File: config.mk
export PLATFORM = sky130hd
export DESIGN_NAME = smma_mem
export DESIGN_NICKNAME = d
export VERILOG_FILES = /design/src/rtl/smma_pkg.sv /design/src/rtl/smma_mem.sv
export SDC_FILE = /design/constraint.sdc
export NUM_CORES = 2
export LEC_CHECK = 0
export CAP_MARGIN = 0
export CORE_MARGIN = 1
export CORE_UTILIZATION = 65
export CTS_CLUSTER_SIZE = 12
export DETAILED_ROUTE_END_ITERATION = 6
export DONT_BUFFER_PORTS = 1
export PLACE_DENSITY = 0.81
export REMOVE_ABC_BUFFERS = 1
export SETUP_SLACK_MARGIN = 0.02
export SYNTH_ARGS = -nofsm -noshare
export SYNTH_HDL_FRONTEND = slang
export SYNTH_SLANG_ARGS = --single-unit
File: constraint.sdc
create_clock -name clk -period 8.4 [get_ports clk]
set_input_delay 1.68 -clock clk [delete_from_list [all_inputs] [get_ports clk]]
set_output_delay 1.68 -clock clk [all_outputs]
set_load 0.02 [all_outputs]
File: src/rtl/smma_pkg.sv
// Shared types and request codes for the sparse matrix merge adder.
`default_nettype none

package smma_pkg;

    // Request kinds on the input channel
    localparam logic [1:0] KIND_LOAD_A = 2'd0;
    localparam logic [1:0] KIND_LOAD_B = 2'd1;
    localparam logic [1:0] KIND_MERGE  = 2'd2;

    // One stored coordinate entry; {col, row} is the sort key
    typedef struct packed {
        logic [15:0] col;
        logic [15:0] row;
        logic [31:0] value;
    } entry_t;

    typedef enum logic {
        ST_IDLE,
        ST_MERGE
    } state_t;

endpackage

`default_nettype wire

File: src/rtl/smma_mem.sv
// Single-port-write, single-port-read entry memory with registered read data.
`default_nettype none

module smma_mem #(
    parameter int DEPTH = 32,
    parameter int AW    = 5
) (
    input  wire                 clk,
    input  wire                 we,
    input  wire [AW-1:0]        waddr,
    input  wire smma_pkg::entry_t wdata,
    input  wire [AW-1:0]        raddr,
    output smma_pkg::entry_t    rdata
);
    import smma_pkg::*;

    entry_t mem [DEPTH];
    entry_t rdata_reg;

    // Write port and registered read port
    always_ff @(posedge clk)
    begin
        if (we)
        begin
            mem[waddr] <= wdata;
        end
        rdata_reg <= mem[raddr];
    end

    assign rdata = rdata_reg;

endmodule

`default_nettype wire

* Word-level counts from Yosys, hierarchy flattened
Memories as Yosys holds them, arrays and structs flattened. A register that Yosys moved wholly into a read port is not among the register bits.
Index checks and enable logic that the tools add are counted.
** Word-level totals
- Flip-flop bits (word level) :: 0
- RAM bits :: 2048
- Input port bits :: 76
- Output and inout bits :: 64
- Logic and storage cells :: 3
- Memories kept :: 1
** Memory list
- mem :: words 32, width 64, read ports 1, clocked after memory_dff 1, write ports 1, RTL line smma_mem.sv:17 : entry_t mem [DEPTH];
** Cells by class
- Muxes and demuxes :: 2
** Operator list (count)
- $mux 1 :: 2

* Logic depth before layout (Yosys ltp)
- Word-level depth :: 2
- Mapped depth :: 9
- Mapped depth without buffers :: 4

* Worst setup path after synthesis
Ideal clock, no wire load.
- Path type :: in2reg
- Start :: input waddr[1]
- End :: memory mem[12][0] (netlist bit) (enable)
- Library setup time :: 0.486 ns
- Arrival time :: 5.016 ns
- Required time :: 7.914 ns
- Setup slack :: 2.898 ns
- Stages :: 3
- Buffers on the path :: 1
- Cells stage by stage :: or3b_2 > clkbuf_1 > nor2_1
** RTL lines
- start: declaration :: RTL line smma_mem.sv:10 : input wire [AW-1:0] waddr,
- end: declaration :: RTL line smma_mem.sv:17
Straight into the memory's write port.

==> metrics.yaml <==
run_status:
  status: "complete, no violations"
layout:
  multi_input_area_sq_um: 15700
  largest_reg_flops: 2048
  syn2layout_area_growth_pct: 10.3
  layout_commonest_cell: "edfxtp_1"
  seq_area_sq_um: 62800
  final_util_pct: 72.5
  fillers: 5890
  stdcell_count: 4990
  final_cell_area_sq_um: 87100
  final_cell_mix: "edfxtp_1 (2,048), mux4_2 (602), clkbuf_16 (207), clkbuf_1 (124), mux2_2 (74)"
  drive_gt1_share_pct: 30.2
  fin_nets: 3289
setup_path:
  start_kind: "input pin"
  cp.required_ns: 9.11
  crit_arrival_ns: 4.97
  crit_chain: "buf_16 > buf_16 > mux4_2 > mux4_2 > mux2_2"
  crit_path_max_incr_delay_ns: 0.73
  setup.worst_path.class: "input pin to flop"
  end_kind: "flop"
  cp_max_fo: 146
  worst-path-buf-inv: 2
  critPathSlowestCell: "buf_16"
  cp_top_family: "multiplexers"
placed_design:
  placed_area_sq_um: 81000
  gp_congestion: 0.757
  placed_cells: 4618
  port_buffers: 0
  dp_hpwl_mm: 88.1
worst_hold_path:
  hold_class: "flop to flop"
routing:
  finalWirelength_mm: 211
  first_pass_iters: 5
  final_antenna_net_count: 0
  drcViolationCount: 0
  drt_iter0_markers: 6795
  wl_per_cell_um: 42.3
  drt-vias-per-instance: 7.55
  via_count: 37691
synth:
  postSynthCellCount: 3097
  synthTopCellsByArea: "edfxtp_1 (78%), mux4_2 (17%), dfxtp_1 (1.6%)"
  netlist-cell-type-count: 31
  synthArstFlopShare_pct: 0
  yosys.area.top_type: "edfxtp_1"
  synth.avg_cell_area_sq_um: 25.5
  synthDominantCellAreaShare_pct: 77.9
  ys_ff_latch: 2112
  synthesis.area_sq_um: 79000
  ys_seq_area_share_pct: 79.5
  synth_top_flop_cell: "edfxtp_1"
  synth_edf_count: 2048
  yosysWarnings: 0
sta:
  rsz0062_at_grt: "false"
  slew_violations: 0
  slew_headroom_pct: 8.77
  clock.fmax_ghz: 0.235
  finalCritPeriodShare_pct: 50.7
  hold_viol: 0
  timing.final.crit_period_ns: 4.26
  worst_pin_slew_ns: 1.37
  finClkSkew_ns: 0.0425
  setup_viol: 0
  tns_ns: 0
power_and_ir_drop:
  power.density_nw_per_um2: 244
  p_leak_nw: 26.8
  peakVddDrop_v: 0.000230
clocking:
  htreeDepth: 4
  cts_setup_buffers: 0
  tritoncts: "built"
  numCtsBuffers: 202
  clockBufferDepth: 3
  clock_sinks: 2112
  insertion_delay_ns: 0.85
  cts_resized: 0
  ctsHoldBuffers: 0
  root_buffer: "clkbuf_16"
  path_clk_slew_ns: 0.07
global_routing:
  antenna_found_initial: 5
  grt_pass1_vias: 39024
  overflow: 0
  grt.total_usage_pct: 35.2
  grt_max_degree: 503
  grt_pass1_wl_mm: 295
job:
  drv_cap: 0
floorplan:
  top_level_ports: 140
  die_area_sq_um: 123000
  die_x_um: 351
  core-area_sq_um: 120000
  num_rows: 127
  die_h_um: 351
  start_util_pct: 65.7
## worst min-delay path, cell delays in order, from the launching register on
cell	delay (ns)
edfxtp_1	0.31
mux4_2	0.22
mux2i_1	0.06
nor2_1	0.08
o31a_1	0.15
## stage by stage
stage	setup slack [ns]	total power, mW	hold slack (ns)
after detailed placement	3.88	12.7	0.836
after CTS	4.71	21.2	0.855
after global placement	3.93	12.6	0.815
after global routing	3.90	21.6	0.915
final	4.14	21.2	0.860
after floorplan	2.97	12.5	0.716
## synthesized netlist by cell type (4+ instances only)
cell,n
edfxtp_1,2048
mux4_2,602
mux2_2,74
buf_2,65
dfxtp_1,64
clkbuf_1,55
nor2_1,41
mux2i_1,38
buf_1,19
buf_4,14
a221oi_1,12
o22ai_1,10
o21ai_0,9
nand3b_1,5
nor2b_1,4
## cells by family (layout without fill, tap and decap cells)
logic type	after synthesis	after routing	share of synthesized area, %
multiplexers	714	714	18.7
buffers and inverters	157	436	0.944
other	0	2	0
AO/OA/AOI/OAI	50	50	0.466
AND/OR/NAND/NOR	64	64	0.379
flip-flops	2112	2112	79.5
## power breakdown
part	internal [mW]	total, mW	switching, mW
combinational	0.392	0.695	0.303
sequential	11.7	11.8	0.131
clock	4.75	8.69	3.94
## area by class of cell
| cell class | count | area share (%) |
|---|---|---|
| flip-flops and latches | 2112 | 72.1 |
| multi-input cells | 828 | 18.0 |
| clock buffers | 348 | 6.75 |
| well taps | 1612 | 2.31 |
| repair buffers | 68 | 0.684 |
| clock inverters | 19 | 0.191 |
| diodes | 2 | 0.00574 |
| inverters | 1 | 0.00431 |
## routing by layer
metal  track usage (%)  up-vias  routed length, um
met2              56.4     3821             105000
met4              15.1        8               9020
met3              8.63      645              30300
li1                  -    13694                  -
met5                 0        -                 57
met1              46.9    19523              67200
## final timing paths
check | startpoint | endpoint | slack, ns | cells past startpoint
worst min register to register | mem[11][0] | rdata[0] | 0.86 | 4
worst max register to register | mem[15][38] | rdata[38] | 6.35 | 3
worst max-delay path | raddr[0] | rdata[17] | 4.14 | 5
worst min-delay path | mem[11][0] | rdata[0] | 0.86 | 4
Power figures use the tool's default switching activity.
