===== src/rtl/smma_pkg.sv =====
// Shared types and request codes for the sparse matrix merge adder.
`default_nettype none

package smma_pkg;

    // Request kinds on the input channel
    localparam logic [1:0] KIND_LOAD_A = 2'd0;
    localparam logic [1:0] KIND_LOAD_B = 2'd1;
    localparam logic [1:0] KIND_MERGE  = 2'd2;

    // One stored coordinate entry; {col, row} is the sort key
    typedef struct packed {
        logic [15:0] col;
        logic [15:0] row;
        logic [31:0] value;
    } entry_t;

    typedef enum logic {
        ST_IDLE,
        ST_MERGE
    } state_t;

endpackage

`default_nettype wire


===== src/rtl/smma_core.sv =====
// Load control, merge walk, pending result holder and output register.
`default_nettype none

module smma_core #(
    parameter int MAX_TERMS = 32,
    parameter int AW        = 5,
    parameter int CW        = 6
) (
    input  wire                 clk,
    input  wire                 rst_n,
    // input channel
    input  wire                 in_valid,
    output logic                in_stall,
    input  wire [1:0]           kind,
    input  wire [15:0]          col,
    input  wire [15:0]          row,
    input  wire signed [31:0]   value,
    // output channel
    output logic                out_valid,
    input  wire                 out_stall,
    output logic [15:0]         col_res,
    output logic [15:0]         row_res,
    output logic signed [31:0]  value_res,
    output logic                last,
    output logic                empty_res,
    output logic                overflow,
    // list memories
    output logic                we_a,
    output logic                we_b,
    output logic [AW-1:0]       waddr_a,
    output logic [AW-1:0]       waddr_b,
    output smma_pkg::entry_t    wdata,
    output logic [AW-1:0]       raddr_a,
    output logic [AW-1:0]       raddr_b,
    input  wire smma_pkg::entry_t rdata_a,
    input  wire smma_pkg::entry_t rdata_b
);
    import smma_pkg::*;

    localparam logic [CW-1:0] FULL = CW'(MAX_TERMS);

    state_t         state_reg, state_next;
    logic [CW-1:0]  count_a_reg, count_a_next;
    logic [CW-1:0]  count_b_reg, count_b_next;
    logic [CW-1:0]  i_reg, i_next;
    logic [CW-1:0]  j_reg, j_next;
    logic           ovf_reg, ovf_next;
    logic           pend_valid_reg, pend_valid_next;
    logic [31:0]    pend_key_reg, pend_key_next;
    logic [31:0]    pend_val_reg, pend_val_next;
    logic           out_valid_reg, out_valid_next;
    logic [31:0]    out_key_reg, out_key_next;
    logic [31:0]    out_val_reg, out_val_next;
    logic           out_last_reg, out_last_next;
    logic           out_empty_reg, out_empty_next;
    logic           out_ovf_reg, out_ovf_next;

    logic           a_has, b_has, done, take_a, take_b, out_free;
    logic [31:0]    key_a, key_b, cand_key, cand_val;

    // Head compare and sum of the two list entries
    always_comb
    begin
        a_has  = i_reg < count_a_reg;
        b_has  = j_reg < count_b_reg;
        done   = !a_has && !b_has;
        key_a  = {rdata_a.col, rdata_a.row};
        key_b  = {rdata_b.col, rdata_b.row};
        take_a = 1'b0;
        take_b = 1'b0;
        if (a_has && b_has)
        begin
            if (key_a == key_b)
            begin
                take_a = 1'b1;
                take_b = 1'b1;
            end
            else if (key_a < key_b)
            begin
                take_a = 1'b1;
            end
            else
            begin
                take_b = 1'b1;
            end
        end
        else if (a_has)
        begin
            take_a = 1'b1;
        end
        else if (b_has)
        begin
            take_b = 1'b1;
        end
        cand_key = take_a ? key_a : key_b;
        cand_val = (take_a ? rdata_a.value : 32'd0) + (take_b ? rdata_b.value : 32'd0);
    end

    // Next state, loads and merge steps
    always_comb
    begin
        state_next      = state_reg;
        count_a_next    = count_a_reg;
        count_b_next    = count_b_reg;
        i_next          = i_reg;
        j_next          = j_reg;
        ovf_next        = ovf_reg;
        pend_valid_next = pend_valid_reg;
        pend_key_next   = pend_key_reg;
        pend_val_next   = pend_val_reg;
        out_key_next    = out_key_reg;
        out_val_next    = out_val_reg;
        out_last_next   = out_last_reg;
        out_empty_next  = out_empty_reg;
        out_ovf_next    = out_ovf_reg;
        we_a            = 1'b0;
        we_b            = 1'b0;
        out_free        = !out_valid_reg || !out_stall;
        out_valid_next  = out_valid_reg && out_stall;

        case (state_reg)
            ST_IDLE:
            begin
                if (in_valid)
                begin
                    case (kind)
                        KIND_LOAD_A:
                        begin
                            if (count_a_reg < FULL)
                            begin
                                we_a         = 1'b1;
                                count_a_next = count_a_reg + 1'b1;
                            end
                            else
                            begin
                                ovf_next = 1'b1;
                            end
                        end
                        KIND_LOAD_B:
                        begin
                            if (count_b_reg < FULL)
                            begin
                                we_b         = 1'b1;
                                count_b_next = count_b_reg + 1'b1;
                            end
                            else
                            begin
                                ovf_next = 1'b1;
                            end
                        end
                        KIND_MERGE:
                        begin
                            state_next = ST_MERGE;
                        end
                        default:
                        begin
                        end
                    endcase
                end
            end
            ST_MERGE:
            begin
                if (out_free)
                begin
                    if (done)
                    begin
                        // final result: held entry or the empty marker
                        out_valid_next  = 1'b1;
                        out_key_next    = pend_valid_reg ? pend_key_reg : 32'd0;
                        out_val_next    = pend_valid_reg ? pend_val_reg : 32'd0;
                        out_last_next   = 1'b1;
                        out_empty_next  = !pend_valid_reg;
                        out_ovf_next    = ovf_reg;
                        pend_valid_next = 1'b0;
                        count_a_next    = '0;
                        count_b_next    = '0;
                        i_next          = '0;
                        j_next          = '0;
                        ovf_next        = 1'b0;
                        state_next      = ST_IDLE;
                    end
                    else
                    begin
                        i_next = i_reg + CW'(take_a);
                        j_next = j_reg + CW'(take_b);
                        // a nonzero sum pushes the held entry out and takes its place
                        if (cand_val != 32'd0)
                        begin
                            pend_valid_next = 1'b1;
                            pend_key_next   = cand_key;
                            pend_val_next   = cand_val;
                            if (pend_valid_reg)
                            begin
                                out_valid_next = 1'b1;
                                out_key_next   = pend_key_reg;
                                out_val_next   = pend_val_reg;
                                out_last_next  = 1'b0;
                                out_empty_next = 1'b0;
                                out_ovf_next   = ovf_reg;
                            end
                        end
                    end
                end
            end
            default:
            begin
                state_next = ST_IDLE;
            end
        endcase
    end

    // Control registers
    always_ff @(posedge clk or negedge rst_n)
    begin
        if (!rst_n)
        begin
            state_reg      <= ST_IDLE;
            count_a_reg    <= '0;
            count_b_reg    <= '0;
            i_reg          <= '0;
            j_reg          <= '0;
            ovf_reg        <= 1'b0;
            pend_valid_reg <= 1'b0;
            out_valid_reg  <= 1'b0;
        end
        else
        begin
            state_reg      <= state_next;
            count_a_reg    <= count_a_next;
            count_b_reg    <= count_b_next;
            i_reg          <= i_next;
            j_reg          <= j_next;
            ovf_reg        <= ovf_next;
            pend_valid_reg <= pend_valid_next;
            out_valid_reg  <= out_valid_next;
        end
    end

    // Payload registers
    always_ff @(posedge clk)
    begin
        pend_key_reg  <= pend_key_next;
        pend_val_reg  <= pend_val_next;
        out_key_reg   <= out_key_next;
        out_val_reg   <= out_val_next;
        out_last_reg  <= out_last_next;
        out_empty_reg <= out_empty_next;
        out_ovf_reg   <= out_ovf_next;
    end

    // Memory ports: read address follows the next walk index
    assign waddr_a   = count_a_reg[AW-1:0];
    assign waddr_b   = count_b_reg[AW-1:0];
    assign wdata     = '{col: col, row: row, value: value};
    assign raddr_a   = i_next[AW-1:0];
    assign raddr_b   = j_next[AW-1:0];

    assign in_stall  = state_reg != ST_IDLE;
    assign out_valid = out_valid_reg;
    assign col_res   = out_key_reg[31:16];
    assign row_res   = out_key_reg[15:0];
    assign value_res = out_val_reg;
    assign last      = out_last_reg;
    assign empty_res = out_empty_reg;
    assign overflow  = out_ovf_reg;

`ifndef SYNTH
    a_count_a_bound: assert property (@(posedge clk) disable iff (!rst_n)
        count_a_reg <= FULL) else $error("list A count beyond capacity");
    a_walk_bound: assert property (@(posedge clk) disable iff (!rst_n)
        (i_reg <= count_a_reg) && (j_reg <= count_b_reg))
        else $error("merge index ran past list end");
    a_no_full_write: assert property (@(posedge clk) disable iff (!rst_n)
        (!we_a || count_a_reg < FULL) && (!we_b || count_b_reg < FULL))
        else $error("write into a full list");
    a_merge_clears: assert property (@(posedge clk) disable iff (!rst_n)
        (state_reg == ST_MERGE && done && out_free)
        |=> (count_a_reg == '0 && count_b_reg == '0 && !ovf_reg && !pend_valid_reg))
        else $error("merge end did not clear lists");
    a_empty_is_last: assert property (@(posedge clk) disable iff (!rst_n)
        (out_valid_reg && out_empty_reg) |-> (out_last_reg && out_val_reg == 32'd0))
        else $error("empty marker not final or nonzero");
`endif

endmodule

`default_nettype wire


===== config.mk =====
export PLATFORM = sky130hd
export DESIGN_NAME = smma_core
export DESIGN_NICKNAME = d
export VERILOG_FILES = /design/src/rtl/smma_pkg.sv /design/src/rtl/smma_core.sv
export SDC_FILE = /design/constraint.sdc
export NUM_CORES = 1
export LEC_CHECK = 0
export BUFFER_PORTS_ARGS = -buffer_cell sky130_fd_sc_hd__clkbuf_2
export CAP_MARGIN = 20
export CELL_PAD_IN_SITES_DETAIL_PLACEMENT = 0
export CELL_PAD_IN_SITES_GLOBAL_PLACEMENT = 1
export CORE_AREA = 8 8 155 186
export DETAILED_ROUTE_END_ITERATION = 6
export DIE_AREA = 0 0 163 194
export GPL_ROUTABILITY_DRIVEN = 0
export GPL_TIMING_DRIVEN = 0
export PLACE_DENSITY_LB_ADDON = 0.1
export SYNTH_ARGS = -nofsm -noshare
export SYNTH_HDL_FRONTEND = slang
export SYNTH_SLANG_ARGS = --single-unit

===== constraint.sdc =====
create_clock -name clk -period 12.8 [get_ports clk]
set_input_delay 2.56 -clock clk [delete_from_list [all_inputs] [get_ports clk]]
set_output_delay 2.56 -clock clk [all_outputs]
set_load 0.01 [all_outputs]

Word level (Yosys, flattened, before mapping)
Index checks and enable logic that the tools add are counted.
{"block": "totals", "register_bits": 159, "latchBits": 0, "ram_bits": 0, "rom_bits": 0, "out_inout_bits": 155, "word_cells": 131, "memories": 0}
{"block": "op_classes", "addsub": 5, "multipliers": 0, "n_div": 0, "magnitude_cmp": 5, "n_eq_ne": 13, "shift": 0, "mux": 69, "bitwise": 2, "reduce_logical": 20}
{"operator": "$mux W32", "count": 11}
{"operator": "$mux W6", "count": 10}
{"operator": "$mux W1", "count": 39}
{"operator": "$add A32 B32 Y32", "count": 1}
{"operator": "$eq A32 B32 Y1", "count": 1}
{"operator": "$lt A32 B32 Y1", "count": 1}
{"operator": "$reduce_bool A32 Y1", "count": 1}
{"operator": "$pmux W6 S2", "count": 2}
{"operator": "$mux W5", "count": 4}
{"operator": "$add A6 B1 Y6", "count": 2}
{"operator": "$add A6 B1 Y6 const B", "count": 2}
{"operator": "$lt A6 B6 Y1", "count": 2}
{"operator": "$lt A6 B6 Y1 const B", "count": 2}
{"operator": "$reduce_and A5 Y1", "count": 2}
{"operator": "$ne A2 B1 Y1 const B", "count": 4}
{"operator": "$reduce_and A4 Y1", "count": 2}
{"operator": "$ne A2 B2 Y1 const B", "count": 3}
{"operator": "$ne A3 B3 Y1 const B", "count": 2}
{"operator": "$pmux W1 S2", "count": 3}
{"operator": "$reduce_and A6 Y1", "count": 1}
{"operator": "$logic_not A1 Y1", "count": 5}
{"operator": "$reduce_bool A2 Y1", "count": 2}
{"operator": "$logic_and A1 B1 Y1", "count": 3}
{"operator": "$ne A3 B1 Y1 const B", "count": 1}
{"operator": "other kinds (7)", "count": 8}

Depth between registers and ports, before layout
{"block": "depth", "depth_word": 11, "mapped_depth": 22, "depth_no_buf": 20}

Worst setup path after synthesis
Ideal clock, no wire load.
{"block": "synth_timing", "path_type": "input to register", "from": "in rdata_b[62] (netlist bit)", "to": "reg out_empty_reg, in the netlist empty_res, enable pin", "t_arrival_ps": 10069, "t_required_ps": 12268, "setup_slack_ps": 2199, "stages": 21, "path_cell_list": "inv_1 > ha_1 > nand4_1 > nor2_1 > a221o_1 > a211oi_1 > a21o_1 > and2_1 > clkbuf_1 > clkbuf_1 > nand2_1 > fa_1 > and2b_1 > o2111a_2 > o21ai_2 > a21oi_2 > mux2i_1 > a2111oi_1 > nor4_1 > and4b_1 > a31oi_1"}
{"block": "synth_between", "elab_chain_cells": 9, "word_cells_on_any_way": 14, "classes_between": "add/sub: 1; order compare: 1; eq/ne: 1; mux: 8; reduce/logical: 3"}
{"element": "from (decl)", "line_no": "smma_core.sv:36", "source": "input wire smma_pkg::entry_t rdata_b"}
{"element": "$lt A32 B32 Y1", "line_no": "smma_core.sv:78", "source": "else if (key_a < key_b)"}
{"element": "$mux W1", "line_no": "smma_core.sv:78"}
{"element": "$mux W1", "line_no": "smma_core.sv:73", "source": "if (key_a == key_b)"}
{"element": "$mux W1", "line_no": "smma_core.sv:71", "source": "if (a_has && b_has)"}
{"element": "$mux W32", "line_no": "smma_core.sv:96", "source": "cand_val = (take_a ? rdata_a.value : 32'd0) + (take_b ? rdata_b.value : 32'd0);"}
{"element": "$add A32 B32 Y32 *", "line_no": "smma_core.sv:96"}
{"element": "net cand_val[26]", "line_no": "smma_core.sv:59", "source": "logic [31:0] key_a, key_b, cand_key, cand_val;"}
{"element": "$reduce_bool A32 Y1 *", "line_no": "smma_core.sv:187", "source": "if (cand_val != 32'd0)"}
{"element": "$reduce_bool A2 Y1 (no line) *"}
{"element": "$reduce_and A4 Y1 (no line) *"}
{"element": "to (signal assigned)", "line_no": "smma_core.sv:247", "source": "out_empty_reg <= out_empty_next;"}
{"element": "to (decl)", "line_no": "smma_core.sv:55", "source": "logic out_empty_reg, out_empty_next;"}
The timed path passes the listed nets; every way through them passes the cells marked *.
A chain may end at the register's enable or synchronous reset.

Worst setup path after layout
{"block": "layout_timing", "from": "in rdata_b[63] (netlist bit)", "to": "out raddr_a[4]"}
{"block": "layout_between", "elab_chain_cells": 8, "word_cells_on_any_way": 9, "classes_between": "add/sub: 1; order compare: 1; eq/ne: 1; mux: 6"}
{"element": "$lt A32 B32 Y1", "line_no": "smma_core.sv:78"}
{"element": "$mux W1", "line_no": "smma_core.sv:78"}
{"element": "$mux W1 *", "line_no": "smma_core.sv:73"}
{"element": "$mux W1 *", "line_no": "smma_core.sv:71"}
{"element": "$add A6 B1 Y6 *", "line_no": "smma_core.sv:184", "source": "i_next = i_reg + CW'(take_a);"}
{"element": "$mux W6 *", "line_no": "smma_core.sv:165", "source": "if (done)"}
{"element": "$mux W5 *", "line_no": "smma_core.sv:163", "source": "if (out_free)"}
{"element": "$mux W5 *", "line_no": "smma_core.sv:121", "source": "case (state_reg)"}
{"element": "to (decl)", "line_no": "smma_core.sv:33", "source": "output logic [AW-1:0] raddr_a,"}
Every way passes the cells marked *; elsewhere a longest branch is shown, timed or not.

==> results by stage <==
Worst setup path:
- The worst setup path is captured at a primary output.
- Walking the worst path, the cells encountered are clkbuf_2, inv_1, ha_1, nand4_1, nor2_1, a221o_1, a211oi_1, a21o_1, and2_1, clkbuf_1, clkbuf_1, ha_1, ha_1, nand3_1, nor3_1, a21oi_1, o21ai_0, clkbuf_2.
- Along the worst path, the maximum fanout reaches 10.
- The cell with the largest stage delay on the worst path is sky130_fd_sc_hd__clkbuf_1.
- Data on the critical path is required at its endpoint by roughly 10000 ps.
- The kind of cell adding the most delay to the critical path is compound AO/OA/AOI/OAI gates.
- The dominant cell type by count on the critical path is sky130_fd_sc_hd__ha_1.
- The delay of the slowest critical-path stage is roughly 500 ps.
- The number of buffers and inverters on the critical path is 5.
- The cell count of the worst reg-to-reg path is 20.
- The source of the worst register-to-register timing path is count_a_reg[3].
- The launch point of the worst path is rdata_b[63].
- The depth of the critical timing path with buffers and inverters included is 18.
- STA puts the critical path data arrival time at 6780 ps.
- The critical path in this run is classified as in -> out.
- The worst setup path is launched from an input port.

Route:
- The number of DRC markers in iteration 0 is 404.
- The number of nets still failing antenna checks after routing is 0.
- Dividing the detail-routed wire length by the instance count gives around 18 microns.
- The via count of the routed design is 8695.
- The number of vias per cell is 5.03.
- In the routed design, unresolved DRC markers number 0.
- The pre-antenna-repair detailed-routing pass consisted of 5 iterations.
- For this block, the routed nets add up to 30600 microns of wire.

Timing:
- Measured against its own limit, the worst slew margin works out to 0.295.
- The maximum clock rate is 107 MHz.
- The period utilization is 0.730.
- The final hold violation count is 0.
- Setup violations remaining at the end of the flow were counted as 0.
- The clock arrives with 10.4 ps of skew.
- The number of max-slew violations in the final report was 0.
- The routed design could run at a clock period as short as 9340 ps.
- Setup repair after global routing left no endpoint under its margin.
- For the pin with the worst max-slew slack, the measured transition is 1050 ps.

Power and ir drop:
- The share of power burned in the clock network is 0.165.
- VDD sags by at most 0.113 mV.
- The share of total power dissipated in sequential elements is 0.304.
- The internal portion of the total power is 1.69 mW.
- The combinational cell fraction of total power is 0.532.
- The leakage component of the power is 6.00 nW.
- The overall power after layout is between 2 and 3 mW.
- The total net switching power is 1.23 mW.
- Of the total power, the share spent switching nets is 0.422.
- Dividing total power by cell area gives a power density of 225 mW/mm^2.

Floorplanning:
- 353 I/O pins were placed.
- The die area is roughly 0.032 sq mm.
- The width of the chip is 163 microns.
- The number of cell rows is 65.
- The core region is 0.0259 sq mm.
- The initial cell density of the core is 0.405.
- Measured along the y axis, the die boundary spans 194 microns.

Yosys:
- The sequential area share after synthesis is 0.443.
- The gate count after technology mapping is 1068.
- In the post-synthesis netlist, the biggest area contributors are sky130_fd_sc_hd__edfxtp_1 38%, sky130_fd_sc_hd__ha_1 9.4%, sky130_fd_sc_hd__dfrtp_1 6.7%, sky130_fd_sc_hd__buf_4 5.3%, sky130_fd_sc_hd__nor2b_1 4.0%.
- After synthesis, the most frequently instantiated cells are 131 x sky130_fd_sc_hd__edfxtp_1, 98 x sky130_fd_sc_hd__nand2_1, 79 x sky130_fd_sc_hd__ha_1.
- The combinational family with the most area after synthesis is simple AND/OR/NAND/NOR gates.
- Of the total synthesized cell area, the portion taken by full adders, half adders and majority gates is 0.0964.
- The per-instance average area after synthesis is slightly below 10 sq um.
- The area share of the largest cell type after synthesis is 0.376.
- After synthesis the cells add up to 0.0105 sq mm.
- The biggest area consumer among synthesized cells is sky130_fd_sc_hd__edfxtp_1.
- Yosys mapped a number of flops with a built-in enable equal to between 100 and 150.
- Of the total synthesized cell area, the portion taken by AND, OR, NAND and NOR gates is 0.192.
- The Yosys step of the flow raised 0 warnings.
- After synthesis the netlist holds a flip-flop and latch count of roughly 160.
- In the post-synthesis netlist, the cell with the most instances is sky130_fd_sc_hd__edfxtp_1.
- Measured against the total synthesized area, the mux share comes to 0.0100.
- Of the total synthesized cell area, the portion taken by XOR and XNOR cells is 0.0226.
- Counting flops with an async set or reset pin after synthesis yields a share of 0.176.
- The number of library cell types mapped by synthesis is 72.
- The compound-cell area share of the yosys netlist is 0.141.
- The post-synth net total is 1346.
- Among all flip-flop cells after synthesis, the most frequent one is sky130_fd_sc_hd__edfxtp_1.

CTS:
- The tree is rooted in a sky130_fd_sc_hd__clkbuf_16.
- The buffer levels on the longest clock path is 2.
- In this run, post-CTS repair resized a total of 0 instances.
- The buffers inserted during post-CTS setup optimization is 0.
- Clock-pin slew was measured on the worst setup and hold paths at 70 ps.
- The clock tree synthesis step divided the H-tree into 4 levels.
- For the worst-skew pair, the clock arrives at the later sink with an insertion delay of 420 ps.
- The clock drives 159 sinks.
- The number of hold buffers added after CTS was 0.
- The CTS tree is built.
- Clock tree synthesis inserted a total of 17 buffers.

Global route:
- In the global route stage, met2 resource usage came out at 0.351.
- The via count of the first global-routing pass was slightly below 9000.
- The met1 capacity usage during global routing is 0.204.
- The most utilized layer in the global route result is met2.
- The maximum number of pins on one net before global-route repair is 32.
- The global-route track usage on met3 is 0.0408.
- The wire length of the first global-routing pass is 47300 microns.
- The global-route usage over all layers is 0.189.
- The number of antenna violations at the first check in global routing is 5.
- The total congestion overflow is 0.

Finish:
- Of the cells placed in the final design, the portion with a size suffix greater than 1 is 0.311.
- The post-synthesis to final-layout area growth is 24.1%.
- The final non-filler cell area is 0.0130 sq mm.
- The final layout contains 1657 nets.
- For this run, the number of standard cells in the final layout without fillers is between 1500 and 2000.
- The number of fill cells is 2513.
- At the end of the flow the core is filled with cells to 0.502.

Place:
- Summing all placed instances gives a cell area of 0.0124 sq mm.
- The quantity of I/O buffers inserted on ports is 288.
- The sum of net half-perimeters after detailed placement is 25600 microns.
- The instance count after placement with tap cells included is 1695.

Run:
- The number of max-cap violations is 0.

Hold path:
- The worst hold path passes through 0 cells.
- In this run the most critical hold path is launched from ovf_reg.
- The path class of the lowest-slack min-delay path is reg -> reg.

Status:
- The run finished with clean final reports.
==> metal layers <==
metal  vias up  part of all wire  wire length [microns]
met3        39             0.071                   2180
li1       4395                 -                      -
met1      3987              0.37                  11500
met5         -            0.0015                     46
met2       268              0.53                  16200
met4         6             0.026                    791
==> worst paths after layout <==
kind	end	slack, ps
hold reg to reg	overflow	460
setup / recovery	raddr_a[4]	3460
max in group asynchronous	pend_valid_reg	10110
hold / removal	overflow	460
min in group asynchronous	count_b_reg[3]	2200
setup reg to reg	out_key_reg[13]	5790
==> stage by stage <==
| stage | hold WS, ps | TNS (ps) | worst slack (ps) |
|---|---|---|---|
| 3_3_place_gp | 431 | -109750 | -1080 |
| 3_5_place_dp | 450 | 0 | 3060 |
| 4_1_cts | 463 | 0 | 3340 |
| 5_1_grt | 474 | 0 | 3090 |
| 2_1_floorplan | 425 | 0 | 2200 |
| 6_report | 457 | 0 | 3460 |
==> area by class of cell <==
type                    count  area, sq um  share of cell area
clock buffers              17          425              0.0328
repair buffers            292         1530               0.118
clock inverters            14          121             0.00934
inverters                  62          233              0.0179
plain buffers             121          758              0.0584
well taps                 335          419              0.0323
multi-input cells         726         4860               0.374
flip-flops and latches    159         4630               0.357
diodes                      2         5.00            0.000385
==> placed cells by master (no fill, tap or decap), types with 9 or more instances in the layout <==
cell / n
sky130_fd_sc_hd__o21ai_0: 69
sky130_fd_sc_hd__dfrtp_1: 28
sky130_fd_sc_hd__edfxtp_1: 131
sky130_fd_sc_hd__xnor2_1: 18
sky130_fd_sc_hd__nand2_1: 98
sky130_fd_sc_hd__and3_1: 36
sky130_fd_sc_hd__a21oi_1: 51
sky130_fd_sc_hd__nor3_1: 20
sky130_fd_sc_hd__a211oi_1: 12
sky130_fd_sc_hd__clkbuf_16: 17
sky130_fd_sc_hd__buf_2: 9
sky130_fd_sc_hd__nand4_1: 18
sky130_fd_sc_hd__and2_1: 38
sky130_fd_sc_hd__nor2_1: 46
sky130_fd_sc_hd__clkbuf_1: 34
sky130_fd_sc_hd__nand3_1: 14
sky130_fd_sc_hd__buf_4: 74
sky130_fd_sc_hd__xor2_1: 9
sky130_fd_sc_hd__ha_1: 79
sky130_fd_sc_hd__a21o_1: 11
sky130_fd_sc_hd__inv_1: 62
sky130_fd_sc_hd__nor2b_1: 67
sky130_fd_sc_hd__clkbuf_2: 288
==> power by group through the flow <==
stage / logic [mW] / clock network, mW / registers, mW
after CTS: 1.57 / 0.490 / 0.889
final: 1.55 / 0.481 / 0.886
after detailed placement: 1.56 / 0 / 0.900
after floorplan: 1.06 / 0 / 0.916
after global placement: 1.54 / 0 / 0.902
after global routing: 1.74 / 0.514 / 0.906
==> cell families (layout without fill, tap and decap cells) <==
| logic type | count (synthesis) | in the layout |
|---|---|---|
| mux | 10 | 10 |
| compound gates | 230 | 230 |
| xor+xnor | 27 | 27 |
| other cells | 0 | 2 |
| buf+inv | 183 | 506 |
| flops | 159 | 159 |
| fa+ha+maj | 80 | 80 |
| simple gates | 379 | 379 |
(Power assumes the default switching activity.)
